===== src/design/mcwf_ram.sv =====
// Generic single-port-write, single-port-read RAM with registered read.
`timescale 1ns / 1ps
`default_nettype none
module mcwf_ram #(
  parameter int WIDTH = 8,
  parameter int DEPTH = 16
) (
  input  wire logic                     clk,
  input  wire logic                     we,
  input  wire logic [$clog2(DEPTH)-1:0] waddr,
  input  wire logic [WIDTH-1:0]         wdata,
  input  wire logic [$clog2(DEPTH)-1:0] raddr,
  output logic      [WIDTH-1:0]         rdata
);
  logic [WIDTH-1:0] mem [DEPTH];

  always_ff @(posedge clk) begin
    if (we) begin
      mem[waddr] <= wdata;
    end
    rdata <= mem[raddr];
  end
endmodule
`default_nettype wire


===== config.mk =====
export PLATFORM = sky130hd
export DESIGN_NAME = mcwf_ram
export DESIGN_NICKNAME = d
export VERILOG_FILES = /design/src/design/mcwf_ram.sv
export SDC_FILE = /design/constraint.sdc
export NUM_CORES = 1
export LEC_CHECK = 0
export ABC_AREA = 1
export CORE_ASPECT_RATIO = 0.7
export CORE_MARGIN = 5
export CORE_UTILIZATION = 50
export DETAILED_ROUTE_END_ITERATION = 8
export DONT_BUFFER_PORTS = 1
export GPL_ROUTABILITY_DRIVEN = 0
export GPL_TIMING_DRIVEN = 0
export PLACE_DENSITY_LB_ADDON = 0.12
export SETUP_SLACK_MARGIN = 0.2
export SKIP_CTS_REPAIR_TIMING = 1
export SYNTH_ARGS = -nofsm -noshare
export SYNTH_HDL_FRONTEND = slang
export SYNTH_SLANG_ARGS = --single-unit

===== constraint.sdc =====
create_clock -name clk -period 1 [get_ports clk]
set_input_delay 0.05 -clock clk [delete_from_list [all_inputs] [get_ports clk]]
set_output_delay 0.05 -clock clk [all_outputs]
set_load 0.02 [all_outputs]

==> results of run 1 <==
## metrics by stage
stage	setup TNS [ps]	hold slack, ps
2_1_floorplan	0	149
3_3_place_gp	-10750	150
3_5_place_dp	-12120	150
4_1_cts	-10.7	-281
5_1_grt	-762	90.4
6_report	-407	53.0
## layout make-up
| class | instances | area, um2 | area share |
|---|---|---|---|
| flip-flops and latches | 136 | 4030 | 0.577 |
| repair buffers | 8 | 80.1 | 0.0115 |
| plain buffers | 24 | 166 | 0.0238 |
| clock buffers | 22 | 484 | 0.0693 |
| well taps | 153 | 191 | 0.0274 |
| multi-input cells | 289 | 1490 | 0.213 |
| inverters | 102 | 383 | 0.0548 |
| clock inverters | 10 | 165 | 0.0236 |
## worst paths after layout
path | start | to | slack [ps] | cells past startpoint
worst max-delay path | wdata[0] | mem[7][0]$_DFFE_PP_ | -30 | 1
worst min-delay path | raddr[2] | rdata[1]$_DFF_P_ | 50 | 4
worst max register to register | mem[6][0]$_DFFE_PP_ | rdata[0]$_DFF_P_ | 20 | 6
worst min register to register | mem[2][2]$_DFFE_PP_ | rdata[2]$_DFF_P_ | 700 | 6
## flip-flops by register name, indices dropped and copies added (netlist names)
name   cells
rdata      8
mem      128
## worst min-delay path, cell delays in order
cell and delay (ps):
sky130_fd_sc_hd__buf_2 150, sky130_fd_sc_hd__nand3_1 100, sky130_fd_sc_hd__nand3_1 70, sky130_fd_sc_hd__nand2_1 60
## routing by layer
| layer | share of wire | routed length, um | global-route usage |
|---|---|---|---|
| met5 | 0.00091 | 13 | 0 |
| met4 | 0.011 | 159 | 0.0737 |
| met3 | 0.093 | 1320 | 0.0581 |
| met2 | 0.43 | 6100 | 0.307 |
| met1 | 0.47 | 6710 | 0.321 |
## cells in the mapped netlist
| master | count |
|---|---|
| sky130_fd_sc_hd__inv_1 | 100 |
| sky130_fd_sc_hd__nand3b_1 | 2 |
| sky130_fd_sc_hd__nand2_1 | 173 |
| sky130_fd_sc_hd__inv_2 | 2 |
| sky130_fd_sc_hd__buf_1 | 1 |
| sky130_fd_sc_hd__buf_2 | 13 |
| sky130_fd_sc_hd__buf_6 | 6 |
| sky130_fd_sc_hd__buf_4 | 4 |
| sky130_fd_sc_hd__edfxtp_1 | 128 |
| sky130_fd_sc_hd__nor2_1 | 17 |
| sky130_fd_sc_hd__dfxtp_1 | 8 |
| sky130_fd_sc_hd__nand3_1 | 97 |
## logic make-up (layout without fill, tap and decap cells)
| logic type | after synthesis | in the layout | synth area share |
|---|---|---|---|
| and+or+nand+nor | 289 | 289 | 0.210 |
| DFF | 136 | 136 | 0.694 |
| buffers and inverters | 126 | 166 | 0.0952 |
## power groups by stage
stage,combinational [mW],sequential (mW),clock (mW)
4_1_cts,0.681,6.46,6.81
2_1_floorplan,0.476,6.57,0
5_1_grt,0.946,6.48,7.12
3_5_place_dp,0.677,6.58,0
6_report,0.871,6.47,6.79
3_3_place_gp,0.670,6.58,0
==> impl_results.html, run 1 <==
<table>
<tr><th>Metric</th><th>Value</th></tr>
<tr><th colspan="2">Yosys</th></tr>
<tr><td>Post-synth top area cell</td><td>sky130_fd_sc_hd__edfxtp_1</td></tr>
<tr><td>Synthesized area per cell</td><td>10.5 um2</td></tr>
<tr><td>Warnings, synthesis</td><td>0</td></tr>
<tr><td>Sequential element share of the synthesized area</td><td>0.694</td></tr>
<tr><td>Synthesized instance count</td><td>551</td></tr>
<tr><td>Syn Nets</td><td>569</td></tr>
<tr><td>Synthesized flop and latch total</td><td>136</td></tr>
<tr><td>Biggest area contributors in the synthesized netlist</td><td>sky130_fd_sc_hd__edfxtp_1, sky130_fd_sc_hd__nand2_1, sky130_fd_sc_hd__nand3_1, sky130_fd_sc_hd__inv_1, sky130_fd_sc_hd__dfxtp_1</td></tr>
<tr><td>Share of the synthesized area in the top cell type</td><td>0.667</td></tr>
<tr><td>Unique cell type count in the Yosys netlist</td><td>12</td></tr>
<tr><td>Cell Area, Synth</td><td>5770 um2</td></tr>
<tr><th colspan="2">GRT</th></tr>
<tr><td>Pin count of the biggest net entering global routing</td><td>17</td></tr>
<tr><td>GRT Resource Usage Total</td><td>0.215</td></tr>
<tr><td>Wire length of the first global-routing pass</td><td>21,700 um</td></tr>
<tr><td>Overflow left after global routing</td><td>0</td></tr>
<tr><td>Number of antenna violations at the first check in global routing</td><td>1</td></tr>
<tr><td>Via count of the first global-routing pass</td><td>3,556</td></tr>
<tr><th colspan="2">Power and ir drop</th></tr>
<tr><td>Power Density</td><td>2020 nW/um2</td></tr>
<tr><td>Internal Pwr Total</td><td>11.1 mW</td></tr>
<tr><td>Power share of the sequential group</td><td>0.458</td></tr>
<tr><td>Total power</td><td>14.1 mW</td></tr>
<tr><td>Power spent charging and discharging nets</td><td>3.05 mW</td></tr>
<tr><td>Logic gate share of total power</td><td>0.062</td></tr>
<tr><td>Portion of total power attributed to the clock network</td><td>0.481</td></tr>
<tr><td>Switching part of the total</td><td>0.216</td></tr>
<tr><td>Largest voltage drop on the vdd net</td><td>1.26 mV</td></tr>
<tr><td>Total leakage power</td><td>2.93 nW</td></tr>
<tr><th colspan="2">STA</th></tr>
<tr><td>Measured slew at the worst slew-check pin</td><td>821 ps</td></tr>
<tr><td>Max Slew Vio Count</td><td>0</td></tr>
<tr><td>Relative max-transition margin</td><td>0.451</td></tr>
<tr><td>Setup repair after global routing missed its margin</td><td>true</td></tr>
<tr><td>Least setup slack across all paths after layout</td><td>-29.9 ps</td></tr>
<tr><td>Time the final worst path needs with I/O delays and setup</td><td>1030 ps</td></tr>
<tr><td>Clock skew</td><td>8.00 ps</td></tr>
<tr><td>Final period util</td><td>1.03</td></tr>
<tr><td>Setup-violating endpoint count in the final report</td><td>16</td></tr>
<tr><td>Highest Clock Rate</td><td>971 MHz</td></tr>
<tr><td>Endpoints failing hold</td><td>0</td></tr>
<tr><th colspan="2">Worst setup path</th></tr>
<tr><td>Sum of buffers and inverters on the critical path</td><td>1</td></tr>
<tr><td>Critical path's top delay family</td><td>buffers and inverters</td></tr>
<tr><td>Ordered cell list for the critical path</td><td>dlygate4sd3_1</td></tr>
<tr><td>Maximum single-stage delay on the critical path</td><td>1070 ps</td></tr>
<tr><td>Data arrival at the endpoint of the critical path</td><td>1130 ps</td></tr>
<tr><td>Endpoint required time on the critical path</td><td>1100 ps</td></tr>
<tr><td>Crit-path slowest cell</td><td>sky130_fd_sc_hd__dlygate4sd3_1</td></tr>
<tr><td>Category of the most critical setup path</td><td>input port to flip-flop</td></tr>
<tr><td>Capturing element type of the critical path</td><td>flip-flop</td></tr>
<tr><td>Critical Path Source Type</td><td>input port</td></tr>
<tr><td>CP Max Fanout</td><td>16</td></tr>
<tr><th colspan="2">Final layout</th></tr>
<tr><td>Signed area change from the synthesized netlist to the final layout</td><td>21.1%</td></tr>
<tr><td>Antenna Diode Count</td><td>0</td></tr>
<tr><td>Proportion of layout cells with a drive suffix above 1</td><td>0.200</td></tr>
<tr><td>Final layout net count</td><td>596</td></tr>
<tr><td>Post-layout utilization of the core</td><td>0.628</td></tr>
<tr><td>Final instance area</td><td>6990 um2</td></tr>
<tr><td>Highest-count cells in the layout ignoring fill and taps</td><td>sky130_fd_sc_hd__nand2_1, sky130_fd_sc_hd__edfxtp_1, sky130_fd_sc_hd__inv_1</td></tr>
<tr><td>Commonest non-fill, non-tap cell in the layout</td><td>sky130_fd_sc_hd__nand2_1</td></tr>
<tr><td>Total of fill cells in the finished design</td><td>923</td></tr>
<tr><td>Number of standard cells in the layout, taps in and fillers out</td><td>744</td></tr>
<tr><th colspan="2">Route</th></tr>
<tr><td>TritonRoute pass-1 iters</td><td>5</td></tr>
<tr><td>Vias after detailed routing</td><td>3,830</td></tr>
<tr><td>Total wirelength of the detailed-routed design</td><td>14,300 um</td></tr>
<tr><td>Drt drc</td><td>0</td></tr>
<tr><td>DRT antenna net count</td><td>0</td></tr>
<tr><td>Via count normalized by instance count</td><td>5.15</td></tr>
<tr><td>DR WL/cell</td><td>19.2 um</td></tr>
<tr><td>Violation count after the first detailed-route iteration</td><td>455</td></tr>
<tr><th colspan="2">Flow run</th></tr>
<tr><td>Max capacitance violation total</td><td>0</td></tr>
<tr><th colspan="2">Worst hold path</th></tr>
<tr><td>Kind of path behind the tightest hold check</td><td>input port to flip-flop</td></tr>
<tr><th colspan="2">Place</th></tr>
<tr><td>DP Worst Slack</td><td>-251 ps</td></tr>
<tr><td>Port buffer count</td><td>0</td></tr>
<tr><td>Total cell area at the placement stage</td><td>6050 um2</td></tr>
<tr><td>Half-perimeter wire length after placement</td><td>9310 um</td></tr>
<tr><td>Inst Count DP</td><td>704</td></tr>
<tr><th colspan="2">Status</th></tr>
<tr><td>Violations in the final reports</td><td>setup timing</td></tr>
<tr><td>Run status</td><td>complete, but fails checks</td></tr>
<tr><th colspan="2">Clocking</th></tr>
<tr><td>Clock root buffer</td><td>sky130_fd_sc_hd__clkbuf_16</td></tr>
<tr><td>Number of levels in the clock H-tree</td><td>4</td></tr>
<tr><td>Clock Path Buffers</td><td>2</td></tr>
<tr><td>Clk sink count</td><td>136</td></tr>
<tr><td>Insertion delay to the later sink of the worst-skew pair</td><td>420 ps</td></tr>
<tr><td>Clock-pin slew on the worst setup and hold paths</td><td>60 ps</td></tr>
<tr><td>TritonCTS buffer count</td><td>17</td></tr>
<tr><td>Clock tree from TritonCTS</td><td>yes</td></tr>
<tr><th colspan="2">Floorplan</th></tr>
<tr><td>Initial Utilization</td><td>0.518</td></tr>
<tr><td>I/O pin total</td><td>26</td></tr>
<tr><td>Core Area</td><td>11,100 um2</td></tr>
<tr><td>Overall die area</td><td>13,800 um2</td></tr>
<tr><td>Width of the die</td><td>138 um</td></tr>
<tr><td>Chip height</td><td>99.9 um</td></tr>
<tr><td>Number of core rows</td><td>32</td></tr>
</table>
No activity file was read; power rests on OpenSTA's default activity.
==> run 2: changes to the inputs <==
--- a/config.mk
+++ b/config.mk
@@ -5,7 +5,6 @@
 export SDC_FILE = /design/constraint.sdc
 export NUM_CORES = 1
 export LEC_CHECK = 0
-export ABC_AREA = 1
 export CORE_ASPECT_RATIO = 0.7
 export CORE_MARGIN = 5
 export CORE_UTILIZATION = 50
==> constraint.sdc (replaced) <==
create_clock -name clk -period 0.8 [get_ports clk]
set_input_delay 0.04 -clock clk [delete_from_list [all_inputs] [get_ports clk]]
set_output_delay 0.04 -clock clk [all_outputs]
set_load 0.02 [all_outputs]
==> run 2 against run 1 <==
Net effect: the flow finishes with violations (hold timing, setup timing); global-route usage fell by 4.5 points; sequential share of layout area rose by 4.7 points; wire length down 30%; sequential cell count is the same; utilization up 0.57 points; final area decreased by 7.5%; register-to-register slack got worse by 490 ps; die area fell by 9.8%; first-iteration DRC count down 39%; total power increased by 19%; via count decreased by 38%; hold slack lost 95 ps; critical path type is now flip-flop to flip-flop.
==> impl_results.html, run 2 <==
<table>
<tr><th>Metric</th><th>Value</th></tr>
<tr><th colspan="2">Status</th></tr>
<tr><td>Run status</td><td>complete, but fails checks</td></tr>
<tr><td>Violations in the final reports</td><td>hold timing, setup timing</td></tr>
<tr><th colspan="2">Yosys</th></tr>
<tr><td>Largest family of logic cells by synthesized area</td><td>multiplexers</td></tr>
<tr><td>XOR/XNOR Fraction of Synth Area</td><td>0 (unchanged)</td></tr>
<tr><td>Synthesized instance count</td><td>229 (-58%)</td></tr>
<tr><td>Area share of fa/ha/maj cells after synthesis</td><td>0 (unchanged)</td></tr>
<tr><td>Biggest area contributors in the synthesized netlist</td><td>sky130_fd_sc_hd__edfxtp_1, sky130_fd_sc_hd__mux4_2, sky130_fd_sc_hd__mux4_1, sky130_fd_sc_hd__dfxtp_1, sky130_fd_sc_hd__a22oi_1</td></tr>
<tr><td>Sequential element share of the synthesized area</td><td>0.778 (+0.0835)</td></tr>
<tr><td>Share of the synthesized area in the top cell type</td><td>0.747 (+0.0802)</td></tr>
<tr><td>Unique cell type count in the Yosys netlist</td><td>19 (+7)</td></tr>
<tr><td>Cell Area, Synth</td><td>5150 um2 (-11%)</td></tr>
<tr><td>Compound-Gate Fraction of Synth Area</td><td>0.0233 (+0.0233)</td></tr>
<tr><td>Share of synthesized flip-flops with an asynchronous set or reset</td><td>0 (unchanged)</td></tr>
<tr><td>Warnings, synthesis</td><td>0 (unchanged)</td></tr>
<tr><td>Main flop type after synthesis</td><td>sky130_fd_sc_hd__edfxtp_1</td></tr>
<tr><td>Most numerous cell in the Yosys netlist</td><td>sky130_fd_sc_hd__edfxtp_1</td></tr>
<tr><td>Synthesized flop and latch total</td><td>136 (unchanged)</td></tr>
<tr><td>Share of synthesized area spent on multiplexers</td><td>0.150 (+0.150)</td></tr>
<tr><td>Top cells by count, synth</td><td>sky130_fd_sc_hd__edfxtp_1, sky130_fd_sc_hd__mux4_2, sky130_fd_sc_hd__a22oi_1</td></tr>
<tr><td>Post-synth top area cell</td><td>sky130_fd_sc_hd__edfxtp_1</td></tr>
<tr><td>Post-synthesis share of cell area spent on and, or, nand and nor gates</td><td>0.0318 (-0.179)</td></tr>
<tr><td>Number of flops mapped to enable cells by yosys</td><td>128 (unchanged)</td></tr>
<tr><td>Synthesized area per cell</td><td>22.5 um2 (+110%)</td></tr>
<tr><td>Syn Nets</td><td>247 (-57%)</td></tr>
<tr><th colspan="2">STA</th></tr>
<tr><td>Measured slew at the worst slew-check pin</td><td>855 ps (+34.9 ps)</td></tr>
<tr><td>Max Slew Vio Count</td><td>0 (unchanged)</td></tr>
<tr><td>Final period util</td><td>1.59</td></tr>
<tr><td>Clock skew</td><td>5.55 ps (-2.45 ps)</td></tr>
<tr><td>Setup repair after global routing missed its margin</td><td>true</td></tr>
<tr><td>Setup-violating endpoint count in the final report</td><td>72 (+56)</td></tr>
<tr><td>Time the final worst path needs with I/O delays and setup</td><td>1270 ps</td></tr>
<tr><td>Endpoints failing hold</td><td>32 (+32)</td></tr>
<tr><td>Highest Clock Rate</td><td>786 MHz</td></tr>
<tr><td>Least setup slack across all paths after layout</td><td>-473 ps (-443 ps)</td></tr>
<tr><td>Worst hold slack across all endpoints</td><td>-41.5 ps (-94.5 ps)</td></tr>
<tr><td>Sum Neg Setup Slack</td><td>-6350 ps (-5940 ps)</td></tr>
<tr><td>Relative max-transition margin</td><td>0.428 (-0.0236)</td></tr>
<tr><th colspan="2">Worst setup path</th></tr>
<tr><td>Endpoint required time on the critical path</td><td>1080 ps (-20 ps)</td></tr>
<tr><td>Sum of buffers and inverters on the critical path</td><td>0 (-1)</td></tr>
<tr><td>Critical path's top delay family</td><td>multiplexers</td></tr>
<tr><td>Critical Path Source Type</td><td>flip-flop</td></tr>
<tr><td>Maximum single-stage delay on the critical path</td><td>480 ps (-590 ps)</td></tr>
<tr><td>Crit-path slowest cell</td><td>sky130_fd_sc_hd__mux4_2</td></tr>
<tr><td>Ordered cell list for the critical path</td><td>mux4_2 -&gt; a22oi_1 -&gt; nand2_1</td></tr>
<tr><td>CP Max Fanout</td><td>1 (-15)</td></tr>
<tr><td>CP Launch Point</td><td>mem[11][3]$_DFFE_PP_</td></tr>
<tr><td>R2R Path Start</td><td>mem[11][3]$_DFFE_PP_</td></tr>
<tr><td>Worst reg2reg setup slack</td><td>-470 ps (-490 ps)</td></tr>
<tr><td>Capturing element type of the critical path</td><td>flip-flop</td></tr>
<tr><td>End of the critical path</td><td>rdata[3]$_DFF_P_</td></tr>
<tr><td>Number of gates on the worst path with buffers counted</td><td>3 (+2)</td></tr>
<tr><td>Category of the most critical setup path</td><td>flip-flop to flip-flop</td></tr>
<tr><td>FF-to-FF End</td><td>rdata[3]$_DFF_P_</td></tr>
<tr><td>Data arrival at the endpoint of the critical path</td><td>1560 ps (+430 ps)</td></tr>
<tr><td>Cell depth of the worst flop-to-flop path</td><td>3 (-3)</td></tr>
<tr><th colspan="2">Clocking</th></tr>
<tr><td>TritonCTS buffer count</td><td>17 (unchanged)</td></tr>
<tr><td>Insertion delay to the later sink of the worst-skew pair</td><td>400 ps (-20 ps)</td></tr>
<tr><td>Clock-pin slew on the worst setup and hold paths</td><td>60 ps (about the same)</td></tr>
<tr><td>Number of levels in the clock H-tree</td><td>4 (unchanged)</td></tr>
<tr><td>Clk sink count</td><td>136 (unchanged)</td></tr>
<tr><td>Clock root buffer</td><td>sky130_fd_sc_hd__clkbuf_16</td></tr>
<tr><td>Clock tree from TritonCTS</td><td>yes</td></tr>
<tr><td>Clock Path Buffers</td><td>2 (unchanged)</td></tr>
<tr><th colspan="2">Floorplan</th></tr>
<tr><td>Initial Utilization</td><td>0.505 (-0.0135)</td></tr>
<tr><td>Overall die area</td><td>12,500 um2 (-9.8%)</td></tr>
<tr><td>Number of core rows</td><td>31 (-3.1%)</td></tr>
<tr><td>Width of the die</td><td>131 um (-5.1%)</td></tr>
<tr><td>Chip height</td><td>94.9 um (-5.0%)</td></tr>
<tr><td>Core Area</td><td>10,200 um2 (-8.4%)</td></tr>
<tr><td>I/O pin total</td><td>26 (unchanged)</td></tr>
<tr><th colspan="2">Route</th></tr>
<tr><td>TritonRoute pass-1 iters</td><td>4 (-1)</td></tr>
<tr><td>Violation count after the first detailed-route iteration</td><td>276 (-39%)</td></tr>
<tr><td>Drt drc</td><td>0 (unchanged)</td></tr>
<tr><td>DR WL/cell</td><td>24.1 um (+25%)</td></tr>
<tr><td>Vias after detailed routing</td><td>2,363 (-38%)</td></tr>
<tr><td>Via count normalized by instance count</td><td>5.68 (+10%)</td></tr>
<tr><td>Total wirelength of the detailed-routed design</td><td>10,000 um (-30%)</td></tr>
<tr><td>DRT antenna net count</td><td>0 (unchanged)</td></tr>
<tr><th colspan="2">Flow run</th></tr>
<tr><td>Max capacitance violation total</td><td>0 (unchanged)</td></tr>
<tr><th colspan="2">Power and ir drop</th></tr>
<tr><td>Total leakage power</td><td>2.07 nW (-29%)</td></tr>
<tr><td>Largest voltage drop on the vdd net</td><td>1.43 mV (+14%)</td></tr>
<tr><td>Power Density</td><td>2600 nW/um2 (+29%)</td></tr>
<tr><td>Total power</td><td>16.8 mW (+19%)</td></tr>
<tr><th colspan="2">GRT</th></tr>
<tr><td>Number of antenna violations at the first check in global routing</td><td>0 (-1)</td></tr>
<tr><td>Overflow left after global routing</td><td>0 (unchanged)</td></tr>
<tr><td>GRT Resource Usage Total</td><td>0.170 (-0.0448)</td></tr>
<tr><td>Wire length of the first global-routing pass</td><td>14,800 um (-32%)</td></tr>
<tr><td>Pin count of the biggest net entering global routing</td><td>17 (unchanged)</td></tr>
<tr><td>Via count of the first global-routing pass</td><td>2,389 (-33%)</td></tr>
<tr><th colspan="2">Final layout</th></tr>
<tr><td>Final layout net count</td><td>289 (-52%)</td></tr>
<tr><td>Proportion of layout cells with a drive suffix above 1</td><td>0.423 (+0.223)</td></tr>
<tr><td>Signed area change from the synthesized netlist to the final layout</td><td>25.5%</td></tr>
<tr><td>Post-layout utilization of the core</td><td>0.633 (+0.00568)</td></tr>
<tr><td>Highest-count cells in the layout ignoring fill and taps</td><td>sky130_fd_sc_hd__edfxtp_1, sky130_fd_sc_hd__mux4_2, sky130_fd_sc_hd__clkbuf_16</td></tr>
<tr><td>Flip-flop count of the largest register, all copies and words added</td><td>128 (unchanged)</td></tr>
<tr><td>Commonest non-fill, non-tap cell in the layout</td><td>sky130_fd_sc_hd__edfxtp_1</td></tr>
<tr><td>Largest registers ranked by flip-flop count</td><td>mem (128), rdata (8)</td></tr>
<tr><td>Antenna Diode Count</td><td>0 (unchanged)</td></tr>
<tr><td>Register containing the most flip-flops in the final layout</td><td>mem</td></tr>
<tr><th colspan="2">Worst hold path</th></tr>
<tr><td>Kind of path behind the tightest hold check</td><td>input port to flip-flop</td></tr>
<tr><th colspan="2">Place</th></tr>
<tr><td>Half-perimeter wire length after placement</td><td>6180 um (-34%)</td></tr>
<tr><td>Port buffer count</td><td>0 (unchanged)</td></tr>
</table>
[run 2: cell types whose count changed after synthesis, sizes merged, moves of 2 or more]
cell,before,now
nand2b,0,2
nand3,97,1
inv,102,0
nor3,0,4
nand2,173,9
buf,24,7
nor2,17,13
mux4,0,32
a22oi,0,16
clkdlybuf4s25,0,3
[run 2: power by group]
group	switching [mW]	internal, mW
Sequential	0.104	7.98
Clock	2.69	5.23
Combinational	0.439	0.381
[run 2: how the worst min path moves through the flow]
| stage | start | endpoint | slack [ps] | cells after the start |
|---|---|---|---|---|
| 5_1_grt | waddr[0] | mem[4][1]$_DFFE_PP_ | -70 | 2 |
| 6_report | waddr[0] | mem[4][7]$_DFFE_PP_ | -40 | 2 |
| 4_1_cts | wdata[7] | mem[1][7]$_DFFE_PP_ | -290 | 0 |
| 3_3_place_gp | wdata[7] | mem[1][7]$_DFFE_PP_ | 140 | 0 |
| 2_1_floorplan | wdata[0] | mem[0][0]$_DFFE_PP_ | 140 | 0 |
| 3_5_place_dp | wdata[0] | mem[2][0]$_DFFE_PP_ | 140 | 0 |
[run 2: logic make-up after synthesis]
family	after synthesis
flops	136
simple gates	35
mux	32
compound gates	16
buf+inv	10
[run 2: worst reg2reg max path: cells and delay by family (launching register included)]
family | cells | cell delay [ps]
and+or+nand+nor | 1 | 90
DFF | 1 | 350
AOI/OAI and AO/OA | 1 | 230
muxes | 1 | 480
[run 2: per-stage QoR]
step	area (um2)	worst slack, ps	cells
finish	6460	-473	416
global route	6460	-529	416
CTS	6040	-572	393
detailed placement	5430	-602	361
global placement	5430	-621	361
floorplan	5270	-343	229
[run 2: cell type report]
type	count	area, um2
flip-flops and latches	136	4030
fillers	685	3740
multi-input cells	83	1210
clock buffers	25	495
repair buffers	23	334
well taps	132	165
clock inverters	7	115
plain buffers	10	115
[run 2: routing by layer]
metal	track usage	part of all wire	vias to the layer above
li1	-	-	1050
met1	0.248	0.47	1247
met2	0.240	0.47	58
met3	0.0501	0.053	8
met4	0.0771	0.0070	0
met5	0	0	-
==> run 3: changes to the inputs <==
--- a/config.mk
+++ b/config.mk
@@ -5,6 +5,8 @@
 export SDC_FILE = /design/constraint.sdc
 export NUM_CORES = 1
 export LEC_CHECK = 0
+export CELL_PAD_IN_SITES_DETAIL_PLACEMENT = 0
+export CELL_PAD_IN_SITES_GLOBAL_PLACEMENT = 1
 export CORE_ASPECT_RATIO = 0.7
 export CORE_MARGIN = 5
 export CORE_UTILIZATION = 50
==> run 3 against run 2 <==
Net effect: clock power is 2% higher; largest power group unchanged; combinational power barely moved; utilization fell by 0.18 points; wire length up 4.2%; the flow still finishes with violations (hold timing, setup timing); via count up 0.13%; final area is 0.29% lower; count of clock-buffer cells in the layout decreased by 8.
==> impl_results.html, run 3 (synthesis results as in run 2) <==
<table>
<tr><th>Metric</th><th>Value</th></tr>
<tr><th colspan="2">Clocking</th></tr>
<tr><td>Clk sink count</td><td>136 (unchanged)</td></tr>
<tr><td>Clock tree from TritonCTS</td><td>yes</td></tr>
<tr><td>Clock-pin slew on the worst setup and hold paths</td><td>60 ps (about the same)</td></tr>
<tr><td>Clock root buffer</td><td>sky130_fd_sc_hd__clkbuf_16</td></tr>
<tr><td>TritonCTS buffer count</td><td>17 (unchanged)</td></tr>
<tr><td>Clock Path Buffers</td><td>2 (unchanged)</td></tr>
<tr><td>Insertion delay to the later sink of the worst-skew pair</td><td>410 ps (about the same)</td></tr>
<tr><td>Number of levels in the clock H-tree</td><td>4 (unchanged)</td></tr>
<tr><th colspan="2">Worst setup path</th></tr>
<tr><td>Capturing element type of the critical path</td><td>flip-flop</td></tr>
<tr><td>Critical path's top delay family</td><td>multiplexers</td></tr>
<tr><td>Crit-path slowest cell</td><td>sky130_fd_sc_hd__mux4_2</td></tr>
<tr><td>CP Max Fanout</td><td>1 (unchanged)</td></tr>
<tr><td>Ordered cell list for the critical path</td><td>mux4_2 -&gt; a22oi_2 -&gt; nand2_1</td></tr>
<tr><td>Endpoint required time on the critical path</td><td>1070 ps (about the same)</td></tr>
<tr><td>Category of the most critical setup path</td><td>flip-flop to flip-flop</td></tr>
<tr><td>Maximum single-stage delay on the critical path</td><td>510 ps (+30 ps)</td></tr>
<tr><td>Data arrival at the endpoint of the critical path</td><td>1640 ps (+80 ps)</td></tr>
<tr><td>Critical Path Source Type</td><td>flip-flop</td></tr>
<tr><td>Sum of buffers and inverters on the critical path</td><td>0 (unchanged)</td></tr>
<tr><th colspan="2">Status</th></tr>
<tr><td>Run status</td><td>complete, but fails checks</td></tr>
<tr><td>Violations in the final reports</td><td>hold timing, setup timing</td></tr>
<tr><th colspan="2">Place</th></tr>
<tr><td>Total cell area at the placement stage</td><td>5430 um2 (unchanged)</td></tr>
<tr><td>Half-perimeter wire length after placement</td><td>6490 um (+5.0%)</td></tr>
<tr><td>DP Worst Slack</td><td>-606 ps (-3.45 ps)</td></tr>
<tr><td>Port buffer count</td><td>0 (unchanged)</td></tr>
<tr><th colspan="2">Final layout</th></tr>
<tr><td>Final layout net count</td><td>287 (-0.69%)</td></tr>
<tr><td>Antenna Diode Count</td><td>0 (unchanged)</td></tr>
<tr><td>Flip-flop count of the largest register, all copies and words added</td><td>128 (unchanged)</td></tr>
<tr><td>Signed area change from the synthesized netlist to the final layout</td><td>25.1%</td></tr>
<tr><td>Highest-count cells in the layout ignoring fill and taps</td><td>sky130_fd_sc_hd__edfxtp_1, sky130_fd_sc_hd__mux4_2, sky130_fd_sc_hd__clkbuf_16</td></tr>
<tr><td>Register containing the most flip-flops in the final layout</td><td>mem</td></tr>
<tr><td>Largest registers ranked by flip-flop count</td><td>mem (128), rdata (8)</td></tr>
<tr><td>Commonest non-fill, non-tap cell in the layout</td><td>sky130_fd_sc_hd__edfxtp_1</td></tr>
<tr><td>Proportion of layout cells with a drive suffix above 1</td><td>0.422 (-0.000549)</td></tr>
<tr><td>Final instance area</td><td>6440 um2 (-0.29%)</td></tr>
<tr><td>Post-layout utilization of the core</td><td>0.631 (-0.00184)</td></tr>
<tr><th colspan="2">Power and ir drop</th></tr>
<tr><td>Switching part of the total</td><td>0.202 (+0.0100)</td></tr>
<tr><td>Power share of the sequential group</td><td>0.478 (-0.003)</td></tr>
<tr><td>Power Density</td><td>2630 nW/um2 (+1.0%)</td></tr>
<tr><td>Portion of total power attributed to the clock network</td><td>0.474 (+0.004)</td></tr>
<tr><td>Internal Pwr Total</td><td>13.5 mW (-0.55%)</td></tr>
<tr><td>Largest voltage drop on the vdd net</td><td>1.69 mV (+18%)</td></tr>
<tr><td>Power spent charging and discharging nets</td><td>3.42 mW (+6.0%)</td></tr>
<tr><td>Total power</td><td>16.9 mW (+0.70%)</td></tr>
<tr><td>Logic gate share of total power</td><td>0.048 (about the same)</td></tr>
<tr><td>Total leakage power</td><td>2.06 nW (-0.50%)</td></tr>
<tr><th colspan="2">GRT</th></tr>
<tr><td>Wire length of the first global-routing pass</td><td>15,400 um (+4.3%)</td></tr>
<tr><td>Overflow left after global routing</td><td>0 (unchanged)</td></tr>
<tr><td>GRT Resource Usage Total</td><td>0.177 (+0.00665)</td></tr>
<tr><td>Via count of the first global-routing pass</td><td>2,485 (+4.0%)</td></tr>
<tr><td>Pin count of the biggest net entering global routing</td><td>17 (unchanged)</td></tr>
<tr><td>Number of antenna violations at the first check in global routing</td><td>0 (unchanged)</td></tr>
<tr><th colspan="2">STA</th></tr>
<tr><td>Setup repair after global routing missed its margin</td><td>true</td></tr>
<tr><td>Endpoints failing hold</td><td>33 (+3.1%)</td></tr>
<tr><td>Final period util</td><td>1.72 (+0.131)</td></tr>
<tr><td>Worst hold slack across all endpoints</td><td>-129 ps (-88.0 ps)</td></tr>
<tr><td>Least setup slack across all paths after layout</td><td>-578 ps (-105 ps)</td></tr>
<tr><td>Clock skew</td><td>7.92 ps (+2.37 ps)</td></tr>
<tr><td>Setup-violating endpoint count in the final report</td><td>60 (-17%)</td></tr>
<tr><td>Max Slew Vio Count</td><td>0 (unchanged)</td></tr>
<tr><td>Measured slew at the worst slew-check pin</td><td>906 ps (+50.5 ps)</td></tr>
<tr><td>Highest Clock Rate</td><td>726 MHz (-7.6%)</td></tr>
<tr><td>Relative max-transition margin</td><td>0.394 (-0.0338)</td></tr>
<tr><td>Time the final worst path needs with I/O delays and setup</td><td>1380 ps (+105 ps)</td></tr>
<tr><th colspan="2">Route</th></tr>
<tr><td>Vias after detailed routing</td><td>2,366 (+0.13%)</td></tr>
<tr><td>Drt drc</td><td>0 (unchanged)</td></tr>
<tr><td>Violation count after the first detailed-route iteration</td><td>281 (+1.8%)</td></tr>
<tr><td>TritonRoute pass-1 iters</td><td>4 (unchanged)</td></tr>
<tr><td>DRT antenna net count</td><td>0 (unchanged)</td></tr>
<tr><td>Via count normalized by instance count</td><td>5.71 (+0.61%)</td></tr>
<tr><td>Total wirelength of the detailed-routed design</td><td>10,400 um (+4.2%)</td></tr>
<tr><td>DR WL/cell</td><td>25.2 um (+4.7%)</td></tr>
<tr><th colspan="2">Worst hold path</th></tr>
<tr><td>Kind of path behind the tightest hold check</td><td>input port to flip-flop</td></tr>
<tr><th colspan="2">Floorplan</th></tr>
<tr><td>I/O pin total</td><td>26 (unchanged)</td></tr>
<tr><td>Core Area</td><td>10,200 um2 (unchanged)</td></tr>
<tr><td>Initial Utilization</td><td>0.505 (unchanged)</td></tr>
<tr><td>Width of the die</td><td>131 um (unchanged)</td></tr>
<tr><td>Chip height</td><td>94.9 um (unchanged)</td></tr>
<tr><td>Overall die area</td><td>12,500 um2 (unchanged)</td></tr>
<tr><td>Number of core rows</td><td>31 (unchanged)</td></tr>
<tr><th colspan="2">Flow run</th></tr>
<tr><td>Max capacitance violation total</td><td>0 (unchanged)</td></tr>
</table>
[run 3: cell count changes in the layout (fill, tap and decap cells not counted), sizes merged]
cell / delta
clkinvlp: +1
clkinv: +6
buf: -2
clkbuf: -8
bufinv: +1
[run 3: worst paths after layout]
path / from / to / slack, ps / cells after the start
hold / removal: waddr[0] / mem[12][4]$_DFFE_PP_ / -130 / 1
hold reg to reg: mem[5][2]$_DFFE_PP_ / rdata[2]$_DFF_P_ / 690 / 3
setup / recovery: mem[4][4]$_DFFE_PP_ / rdata[4]$_DFF_P_ / -580 / 3
setup reg to reg: mem[4][4]$_DFFE_PP_ / rdata[4]$_DFF_P_ / -580 / 3
[run 3: power by group through the flow]
stage / clock network, mW / logic (mW) / registers (mW)
CTS: 8.13 / 0.628 / 8.09
detailed placement: 0 / 0.624 / 8.23
global route: 8.51 / 0.872 / 8.11
global placement: 0 / 0.618 / 8.23
finish: 8.03 / 0.818 / 8.09
floorplan: 0 / 0.480 / 8.21
[run 3: layout make-up]
class / count / area (um2)
multi-input cells: 83 / 1200
well taps: 132 / 165
fillers: 705 / 3760
flip-flops and latches: 136 / 4030
repair buffers: 21 / 319
clock buffers: 17 / 425
plain buffers: 10 / 115
clock inverters: 15 / 184
[run 3: layer usage]
| metal | share of wire | GRT usage | up-vias |
|---|---|---|---|
| met5 | 0 | 0 | - |
| met4 | 0.0030 | 0.0591 | 0 |
| met3 | 0.062 | 0.0586 | 2 |
| met2 | 0.48 | 0.260 | 79 |
| met1 | 0.46 | 0.252 | 1229 |
| li1 | - | - | 1056 |
[run 3: per-stage QoR]
stage	setup TNS, ps	std cells
floorplan	-24370	229
global placement	-48980	361
detailed placement	-50290	361
CTS	-11060	393
global route	-7850	414
finish	-4180	414
